`config.mk`:
```
export PLATFORM = sky130hd
export DESIGN_NAME = led_matrix_chain_driver
export DESIGN_NICKNAME = d
export VERILOG_FILES = /design/src/hdl/lmcd_pkg.sv /design/src/hdl/lmcd_store.sv /design/src/hdl/lmcd_row_unit.sv /design/src/hdl/led_matrix_chain_driver.sv
export SDC_FILE = /design/constraint.sdc
export NUM_CORES = 1
export LEC_CHECK = 0
export ABC_AREA = 1
export BUFFER_PORTS_ARGS = -buffer_cell sky130_fd_sc_hd__buf_2
export CAP_MARGIN = 10
export CORE_UTILIZATION = 25
export CTS_BUF_LIST = sky130_fd_sc_hd__clkbuf_4 sky130_fd_sc_hd__clkbuf_8
export CTS_CLUSTER_SIZE = 25
export DETAILED_ROUTE_END_ITERATION = 10
export GPL_ROUTABILITY_DRIVEN = 1
export PLACE_DENSITY_LB_ADDON = 0.1
export SYNTH_ARGS = -nofsm -noshare
export SYNTH_HDL_FRONTEND = slang
export SYNTH_HIERARCHICAL = 1
export SYNTH_SLANG_ARGS = --single-unit
```
`constraint.sdc`:
```
create_clock -name clk -period 2.9 [get_ports clk]
set_clock_uncertainty 0.15 [all_clocks]
set_input_delay 0.58 -clock clk [delete_from_list [all_inputs] [get_ports clk]]
set_output_delay 0.58 -clock clk [all_outputs]
set_load 0.005 [all_outputs]
```
`src/hdl/lmcd_pkg.sv`:
```
// Shared types and constants for the LED matrix chain driver.
// No dependencies; every other file of the block imports this package.
package lmcd_pkg;

  // Controllers on the chain and rows per controller.
  localparam int DEVICES         = 4;
  localparam int ROWS_PER_DEVICE = 8;
  localparam int SLOT_W          = 16;
  localparam int FRAME_W         = 64;
  localparam int STORE_DEPTH     = 32;
  localparam int STORE_IDX_W     = $clog2(STORE_DEPTH);

  // Command codes.
  typedef enum logic [2:0] {
    OP_RAW     = 3'd0,
    OP_SET_LED = 3'd1,
    OP_SET_ROW = 3'd2,
    OP_SET_COL = 3'd3,
    OP_CLEAR   = 3'd4
  } op_t;

  // Sequencer states.
  typedef enum logic [1:0] {
    ST_IDLE = 2'b01,
    ST_RUN  = 2'b10
  } state_t;

  // Latched command request.
  typedef struct packed {
    op_t        op;
    logic [1:0] device;
    logic [2:0] row;
    logic [2:0] column;
    logic [7:0] value;
    logic       led_on;
    logic [3:0] reg_addr;
  } cmd_t;

  // Result of one pass through the row unit.
  typedef struct packed {
    logic       wr_en;
    logic [7:0] wr_data;
    logic [7:0] reg_byte;
    logic [7:0] data_byte;
  } upd_t;

endpackage

```
`src/hdl/lmcd_store.sv`:
```
// Shadow register file: eight row bytes for each controller, cleared at reset.
// Depends on lmcd_pkg.
module lmcd_store
  import lmcd_pkg::*;
(
  input  logic                   clk,
  input  logic                   rst_n,
  input  logic [STORE_IDX_W-1:0] idx,
  input  logic                   wr_en,
  input  logic [7:0]             wr_data,
  output logic [7:0]             rd_data
);

  logic [7:0] rows_r [STORE_DEPTH];

  // Read and write share one address; the write lands at the end of the cycle.
  assign rd_data = rows_r[idx];

  always_ff @(posedge clk) begin
    if (!rst_n) begin
      for (int i = 0; i < STORE_DEPTH; i++) begin
        rows_r[i] <= '0;
      end
    end else if (wr_en) begin
      rows_r[idx] <= wr_data;
    end
  end

endmodule

```
`src/hdl/lmcd_row_unit.sv`:
```
// Shared row update unit: computes the new row byte and the frame slot bytes
// for one step of a command. Depends on lmcd_pkg.
module lmcd_row_unit
  import lmcd_pkg::*;
(
  input  cmd_t       cmd,
  input  logic [2:0] row,
  input  logic [7:0] cur,
  output upd_t       upd
);

  logic [7:0] mask;
  logic       bit_on;
  logic [7:0] led_byte;

  // Column 0 is the leftmost (most significant) bit of a row byte.
  assign mask     = 8'h80 >> cmd.column;
  assign bit_on   = (cmd.op == OP_SET_COL) ? cmd.value[3'd7 - row] : cmd.led_on;
  assign led_byte = bit_on ? (cur | mask) : (cur & ~mask);

  // Register byte is the row number plus one for all store commands.
  always_comb begin
    upd.wr_en     = 1'b1;
    upd.wr_data   = led_byte;
    upd.reg_byte  = {5'd0, row} + 8'd1;
    upd.data_byte = led_byte;
    unique case (cmd.op) inside
      OP_RAW: begin
        upd.wr_en     = 1'b0;
        upd.wr_data   = cur;
        upd.reg_byte  = {4'd0, cmd.reg_addr};
        upd.data_byte = cmd.value;
      end
      OP_SET_ROW: begin
        upd.wr_data   = cmd.value;
        upd.data_byte = cmd.value;
      end
      OP_CLEAR: begin
        upd.wr_data   = '0;
        upd.data_byte = '0;
      end
      OP_SET_LED, OP_SET_COL: begin
        upd.wr_data   = led_byte;
        upd.data_byte = led_byte;
      end
      default: begin
        upd.wr_en = 1'b0;
      end
    endcase
  end

endmodule

```
`src/hdl/led_matrix_chain_driver.sv`:
```
// Top level of the LED matrix chain driver: command sequencer and frame output.
// Depends on lmcd_pkg, lmcd_store and lmcd_row_unit.
//
//   channel  | ports                       | handshake
//   ---------+-----------------------------+------------------------------
//   command  | start, busy, in_*           | taken when start & !busy
//   frame    | out_valid, out_*            | valid with each frame, no backpressure
//
// A command is latched when taken, then the row unit runs one step per cycle:
// one step for raw, set led and set row, eight steps for set column and clear.
// Each step's frame appears in the cycle after its step. busy is high while steps run,
// so the next command can be taken only after the last step of the current one.
// Commands with an unused opcode or a device beyond the chain are taken and dropped
// without frames. The frame receiver cannot stall. Reset is synchronous, active low,
// and clears the shadow store.
module led_matrix_chain_driver
  import lmcd_pkg::*;
(
  input  logic        clk,
  input  logic        rst_n,
  input  logic        start,
  output logic        busy,
  input  logic [2:0]  in_opcode,
  input  logic [1:0]  in_device,
  input  logic [2:0]  in_row,
  input  logic [2:0]  in_column,
  input  logic [7:0]  in_value,
  input  logic        in_led_on,
  input  logic [3:0]  in_register_address,
  output logic        out_valid,
  output logic [63:0] out_frame,
  output logic        out_last_frame
);

  state_t     state_r, state_nxt;
  cmd_t       cmd_r, cmd_nxt;
  logic [2:0] step_r, step_nxt;
  logic       out_valid_r, out_valid_nxt;
  logic [FRAME_W-1:0] frame_r, frame_nxt;
  logic       last_r, last_nxt;

  logic       accept;
  logic       cmd_ok;
  logic       multi;
  logic       last_step;
  logic [2:0] cur_row;
  logic [7:0] rd_data;
  upd_t       upd;
  logic       run;

  assign busy   = (state_r != ST_IDLE);
  assign accept = start && !busy;
  assign run    = (state_r == ST_RUN);

  // Drop commands with unused opcodes or a device past the end of the chain.
  assign cmd_ok = ({1'b0, in_device} < 3'(DEVICES)) && (in_opcode <= OP_CLEAR);

  // Column and clear commands sweep all rows; the rest touch one row.
  assign multi     = (cmd_r.op == OP_SET_COL) || (cmd_r.op == OP_CLEAR);
  assign cur_row   = multi ? step_r : cmd_r.row;
  assign last_step = !multi || (step_r == 3'd7);

  lmcd_store u_store (
    .clk     (clk),
    .rst_n   (rst_n),
    .idx     ({cmd_r.device, cur_row}),
    .wr_en   (run && upd.wr_en),
    .wr_data (upd.wr_data),
    .rd_data (rd_data)
  );

  lmcd_row_unit u_row (
    .cmd (cmd_r),
    .row (cur_row),
    .cur (rd_data),
    .upd (upd)
  );

  // Sequencer: latch a request, then step through rows.
  always_comb begin
    state_nxt = state_r;
    cmd_nxt   = cmd_r;
    step_nxt  = step_r;
    unique case (state_r)
      ST_IDLE: begin
        if (accept) begin
          cmd_nxt = '{op: op_t'(in_opcode), device: in_device, row: in_row,
                      column: in_column, value: in_value, led_on: in_led_on,
                      reg_addr: in_register_address};
          step_nxt = '0;
          if (cmd_ok) begin
            state_nxt = ST_RUN;
          end
        end
      end
      ST_RUN: begin
        step_nxt = step_r + 3'd1;
        if (last_step) begin
          state_nxt = ST_IDLE;
        end
      end
      default: begin
        state_nxt = ST_IDLE;
      end
    endcase
  end

  // Frame assembly: only the target controller's slot is nonzero.
  always_comb begin
    out_valid_nxt = run;
    last_nxt      = last_step;
    frame_nxt     = '0;
    for (int d = 0; d < DEVICES; d++) begin
      if (cmd_r.device == 2'(d)) begin
        frame_nxt[d*SLOT_W +: SLOT_W] = {upd.reg_byte, upd.data_byte};
      end
    end
  end

  // Control registers.
  always_ff @(posedge clk) begin
    if (!rst_n) begin
      state_r     <= ST_IDLE;
      step_r      <= '0;
      out_valid_r <= 1'b0;
    end else begin
      state_r     <= state_nxt;
      step_r      <= step_nxt;
      out_valid_r <= out_valid_nxt;
    end
  end

  // Payload registers.
  always_ff @(posedge clk) begin
    cmd_r   <= cmd_nxt;
    frame_r <= frame_nxt;
    last_r  <= last_nxt;
  end

  assign out_valid      = out_valid_r;
  assign out_frame      = frame_r;
  assign out_last_frame = last_r;

endmodule
```
==> metrics.log <==
INFO  metric post-route-worst-setup-slack = -0.3510 ns
INFO  metric path_clk_slew = 0.05 ns
INFO  metric tritoncts = yes
INFO  metric static-leakage-power = just under 10 nW
INFO  metric area_growth_syn_to_layout = 42.95%
INFO  metric synth-seq-area-share = 0.6330
INFO  metric status = finished, violations left
INFO  metric vias_per_cell = 4.401
INFO  metric io_pins = 94
INFO  metric setup.worst_path.start_class = register
INFO  metric die_width = 251.2 um
INFO  metric crit_cells = 21
INFO  metric synth_enable_flop_cells = 280
INFO  metric antenna_found_initial = 0
INFO  metric timing.max_cap.violations = 0
INFO  metric cpLargestDelayFamily = simple AND/OR/NAND/NOR gates
INFO  metric number_of_setup_violations_in_the_final_report = 427
INFO  metric hpwl = 33.30 mm
INFO  metric critical_path.n_buffers_inverters = 6
INFO  metric tritoncts.num_buffers = 67
INFO  metric slew_headroom = 0.4865
INFO  metric grt_pass1_vias = 12567
INFO  metric cts-root-to-sink-buffers = 3
INFO  metric globalRoute.totalOverflow = 0
INFO  metric cell_type_with_the_highest_occurrence_count_on_the_critical_path = sky130_fd_sc_hd__nand2_4
INFO  metric grt_first_pass_wirelength = approximately 78 mm
INFO  metric yosysWarningCount = 6
INFO  metric ys_dominant_reg_cell = sky130_fd_sc_hd__edfxtp_1
INFO  metric utilization = 0.3650
INFO  metric synth_cell_type_count = 30
INFO  metric routed_wl = 59.00 mm
INFO  metric postSynth.asyncResetShare = 0
INFO  metric route.detailed.wl_per_inst = roughly 20 um
INFO  metric post_placement_worst_setup_slack = -0.5043 ns
INFO  metric grt_max_degree = 51
INFO  metric die-area = 63110 um^2
INFO  metric r2r_setup_slack = -0.35 ns
INFO  metric synth_top_area_share = 0.5415
INFO  metric rsz0062_at_grt = true
INFO  metric num_rows = 90
INFO  metric clockRootBuffer = sky130_fd_sc_hd__clkbuf_8
INFO  metric detail_route.drc_violations = 0
INFO  metric failing_checks = negative setup slack
INFO  metric route.antenna.remaining_nets = 0
INFO  metric synthTopCellsByArea = sky130_fd_sc_hd__edfxtp_1 54%, sky130_fd_sc_hd__nand2_1 19%, sky130_fd_sc_hd__dfxtp_1 9.2%
INFO  metric drt-initial-drc-count = 762
INFO  metric fin_crit_sh = 1.121
INFO  metric globalplace.congestion = just under 0.8
INFO  metric period_needed = 3.251 ns
INFO  metric post_syn_instances = roughly 1700
INFO  metric cp_endpoint = u_store/rows_r[10][5]
INFO  metric timing_max_transition_violations_final = 0
INFO  metric filler_cell_count = between 6000 and 7000
INFO  metric vdd_ir_drop_max = roughly 370 uV
INFO  metric element_type_at_the_critical_path_end = register
INFO  metric htree_levels = 3
INFO  metric clock_latency = about 0.65 ns
INFO  metric drtPass1Iterations = 6
INFO  metric groute.usage.overall = 0.1673
INFO  metric postSynthAreaPerCell = 8.878 um^2
INFO  metric type_of_the_worst_setup_path = register to register
INFO  metric destination_of_the_worst_register_to_register_timing_path = u_store/rows_r[10][5]
INFO  metric power.density = ~600 nW/um^2
INFO  metric cp_slowest_cell = sky130_fd_sc_hd__edfxtp_1
INFO  metric fp.dieH = roughly 250 um
INFO  metric r2r.worst_path.cells = 21
INFO  metric worstSetupStartpoint = cmd_r[21]
INFO  metric timing.hold.worst.class = primary input to register
INFO  metric path_cells = nor2_2 > nand2_4 > nand2_4 > buf_4 > nand2_1 > nand2_4 > clkinv_8 > buf_16 > buf_6 > nand2_1 > nand2_1 > nand2_1 > nand2_2 > nor2_4 > nand2_4 > o21a_1 > nand2_2 > nand2_4 > clkinv_8 > clkbuf_16 > nor2_1
INFO  metric arrival = 3.49 ns
INFO  metric worstReg2RegStart = cmd_r[21]
INFO  metric critPathMaxFanout = 7
INFO  metric syn-cell-area = roughly 16000 um^2
INFO  metric buffer_ports.inserted = 93
INFO  metric num-nets-final = between 2000 and 2500
INFO  metric fin_total_pwr = 13.34 mW
INFO  metric worst-endpoint-required = 3.14 ns
INFO  metric coreArea = just over 60000 um^2
INFO  metric clock_sink_count = roughly 350
INFO  metric report.final.hold_viol_count = 0
INFO  metric vias = 12754
INFO  metric critical-path-max-stage-delay = ~0.43 ns
INFO  metric achievable-frequency = slightly above 300 MHz
INFO  metric start_util = 0.2553
INFO  metric layout-drive-gt1-share = 0.3248
INFO  metric synth_largest_area_cell = sky130_fd_sc_hd__edfxtp_1
INFO  metric ff_latch_count_synth = 351
INFO  metric max_slew.worst_pin.slew = 0.7684 ns
[power breakdown]
part	leakage, nW	total (mW)	internal (mW)	switching [mW]
clock	0.690	4.87	2.71	2.15
combinational	5.71	2.78	1.12	1.66
sequential	3.45	5.69	5.63	0.0666
[Yosys cell counts, types with 3 or more instances]
cell type and number:
sky130_fd_sc_hd__a21oi_1 3, sky130_fd_sc_hd__buf_1 8, sky130_fd_sc_hd__buf_2 23, sky130_fd_sc_hd__buf_4 7, sky130_fd_sc_hd__clkbuf_1 48, sky130_fd_sc_hd__dfxtp_1 71, sky130_fd_sc_hd__edfxtp_1 280, sky130_fd_sc_hd__ha_1 3
sky130_fd_sc_hd__inv_1 61, sky130_fd_sc_hd__inv_2 5, sky130_fd_sc_hd__nand2_1 790, sky130_fd_sc_hd__nand2_2 13, sky130_fd_sc_hd__nand2_4 16, sky130_fd_sc_hd__nand3_1 21, sky130_fd_sc_hd__nor2_1 347, sky130_fd_sc_hd__nor2_2 4
sky130_fd_sc_hd__nor3_1 16, sky130_fd_sc_hd__o21a_1 4, sky130_fd_sc_hd__o21ai_0 13
[per-layer routing]
layer | GRT usage | vias up | routed length (um)
met5 | 0 | - | 0
met4 | 0.05470 | 0 | 1426
met3 | 0.02744 | 85 | 2310
met2 | 0.2830 | 258 | 28730
met1 | 0.2165 | 6226 | 26530
li1 | - | 6185 | -
[cells by family (layout without fill, tap and decap cells)]
kind of cell | Yosys count | after routing | share of synthesized area
xor+xnor | 1 | 1 | 0.0005642
flops | 351 | 351 | 0.6330
buf+inv | 154 | 517 | 0.04174
other cells | 1 | 5 | 0.0002415
compound gates | 22 | 22 | 0.008783
simple gates | 1217 | 1217 | 0.3132
fa+ha+maj | 3 | 3 | 0.002418
[flip-flops by register name, indices dropped and copies added, names as in the netlist]
register,flops
out_frame,64
step_r,3
cmd_r,24
state_r,2
u_store/rows_r,256
out_last_frame,1
out_valid,1
[final cells by class]
class | count | area (um^2) | area share
diodes | 1 | 2.502 | 0.0001127
clock buffers | 100 | 1195 | 0.05383
clock inverters | 13 | 101.3 | 0.004566
inverters | 66 | 360.3 | 0.01623
multi-input cells | 1247 | 5983 | 0.2696
flip-flops and latches | 351 | 9829 | 0.4428
well taps | 782 | 978.4 | 0.04408
repair buffers | 338 | 3746 | 0.1688
[worst min-delay path by stage]
stage / start / end / slack, ns / cells after the start
final: start / step_r[2] / 0.24 / 4
after global routing: start / step_r[0] / 0.22 / 4
after CTS: start / step_r[2] / 0.18 / 4
after detailed placement: state_r[1] / out_valid / 0.41 / 2
after global placement: state_r[1] / out_valid / 0.40 / 2
after floorplan: step_r[0] / step_r[0] / 0.30 / 1
[worst min-delay path, cell delays in order]
cell and delay (ns):
sky130_fd_sc_hd__buf_2 0.08, sky130_fd_sc_hd__nand3_1 0.16, sky130_fd_sc_hd__nand3_1 0.11, sky130_fd_sc_hd__a21oi_1 0.05
[layout by cell type, fill, tap and decap left out, types with 4 or more instances in the layout]
| master | count |
|---|---|
| sky130_fd_sc_hd__buf_12 | 43 |
| sky130_fd_sc_hd__buf_16 | 12 |
| sky130_fd_sc_hd__buf_2 | 93 |
| sky130_fd_sc_hd__buf_4 | 111 |
| sky130_fd_sc_hd__buf_6 | 22 |
| sky130_fd_sc_hd__buf_8 | 4 |
| sky130_fd_sc_hd__clkbuf_16 | 28 |
| sky130_fd_sc_hd__clkbuf_4 | 30 |
| sky130_fd_sc_hd__clkbuf_8 | 71 |
| sky130_fd_sc_hd__clkinv_1 | 4 |
| sky130_fd_sc_hd__clkinv_8 | 8 |
| sky130_fd_sc_hd__conb_1 | 4 |
| sky130_fd_sc_hd__dfxtp_1 | 71 |
| sky130_fd_sc_hd__dlygate4sd3_1 | 24 |
| sky130_fd_sc_hd__edfxtp_1 | 280 |
| sky130_fd_sc_hd__inv_1 | 48 |
| sky130_fd_sc_hd__inv_2 | 7 |
| sky130_fd_sc_hd__nand2_1 | 691 |
| sky130_fd_sc_hd__nand2_2 | 96 |
| sky130_fd_sc_hd__nand2_4 | 31 |
| sky130_fd_sc_hd__nand3_1 | 19 |
| sky130_fd_sc_hd__nor2_1 | 257 |
| sky130_fd_sc_hd__nor2_2 | 46 |
| sky130_fd_sc_hd__nor2_4 | 50 |
| sky130_fd_sc_hd__nor3_1 | 8 |
| sky130_fd_sc_hd__nor3_4 | 9 |
| sky130_fd_sc_hd__o21a_1 | 4 |
| sky130_fd_sc_hd__o21ai_0 | 8 |
[repair_timing]
action / CTS / global route
resized for setup: 71 / 314
buffers inserted: 12 / 31
endpoints found under the setup margin: 398 / 411
cloned: 10 / 34
hold endpoints to repair: 24 / 0
hold buffers: 24 / 0
pin swaps: 8 / 109
[per-stage QoR]
step / TNS [ns] / instance area (um^2) / hold slack, ns / std cells
2_1_floorplan: -0.1277 / 15710 / 0.2973 / 1752
3_3_place_gp: -109.43 / 18050 / 0.4048 / 2676
3_5_place_dp: -124.81 / 18050 / 0.4092 / 2676
4_1_cts: -64.21 / 20220 / 0.1763 / 2835
5_1_grt: -134.78 / 22190 / 0.2235 / 2897
6_report: -81.55 / 22200 / 0.2421 / 2898
Power figures use the tool's default switching activity.
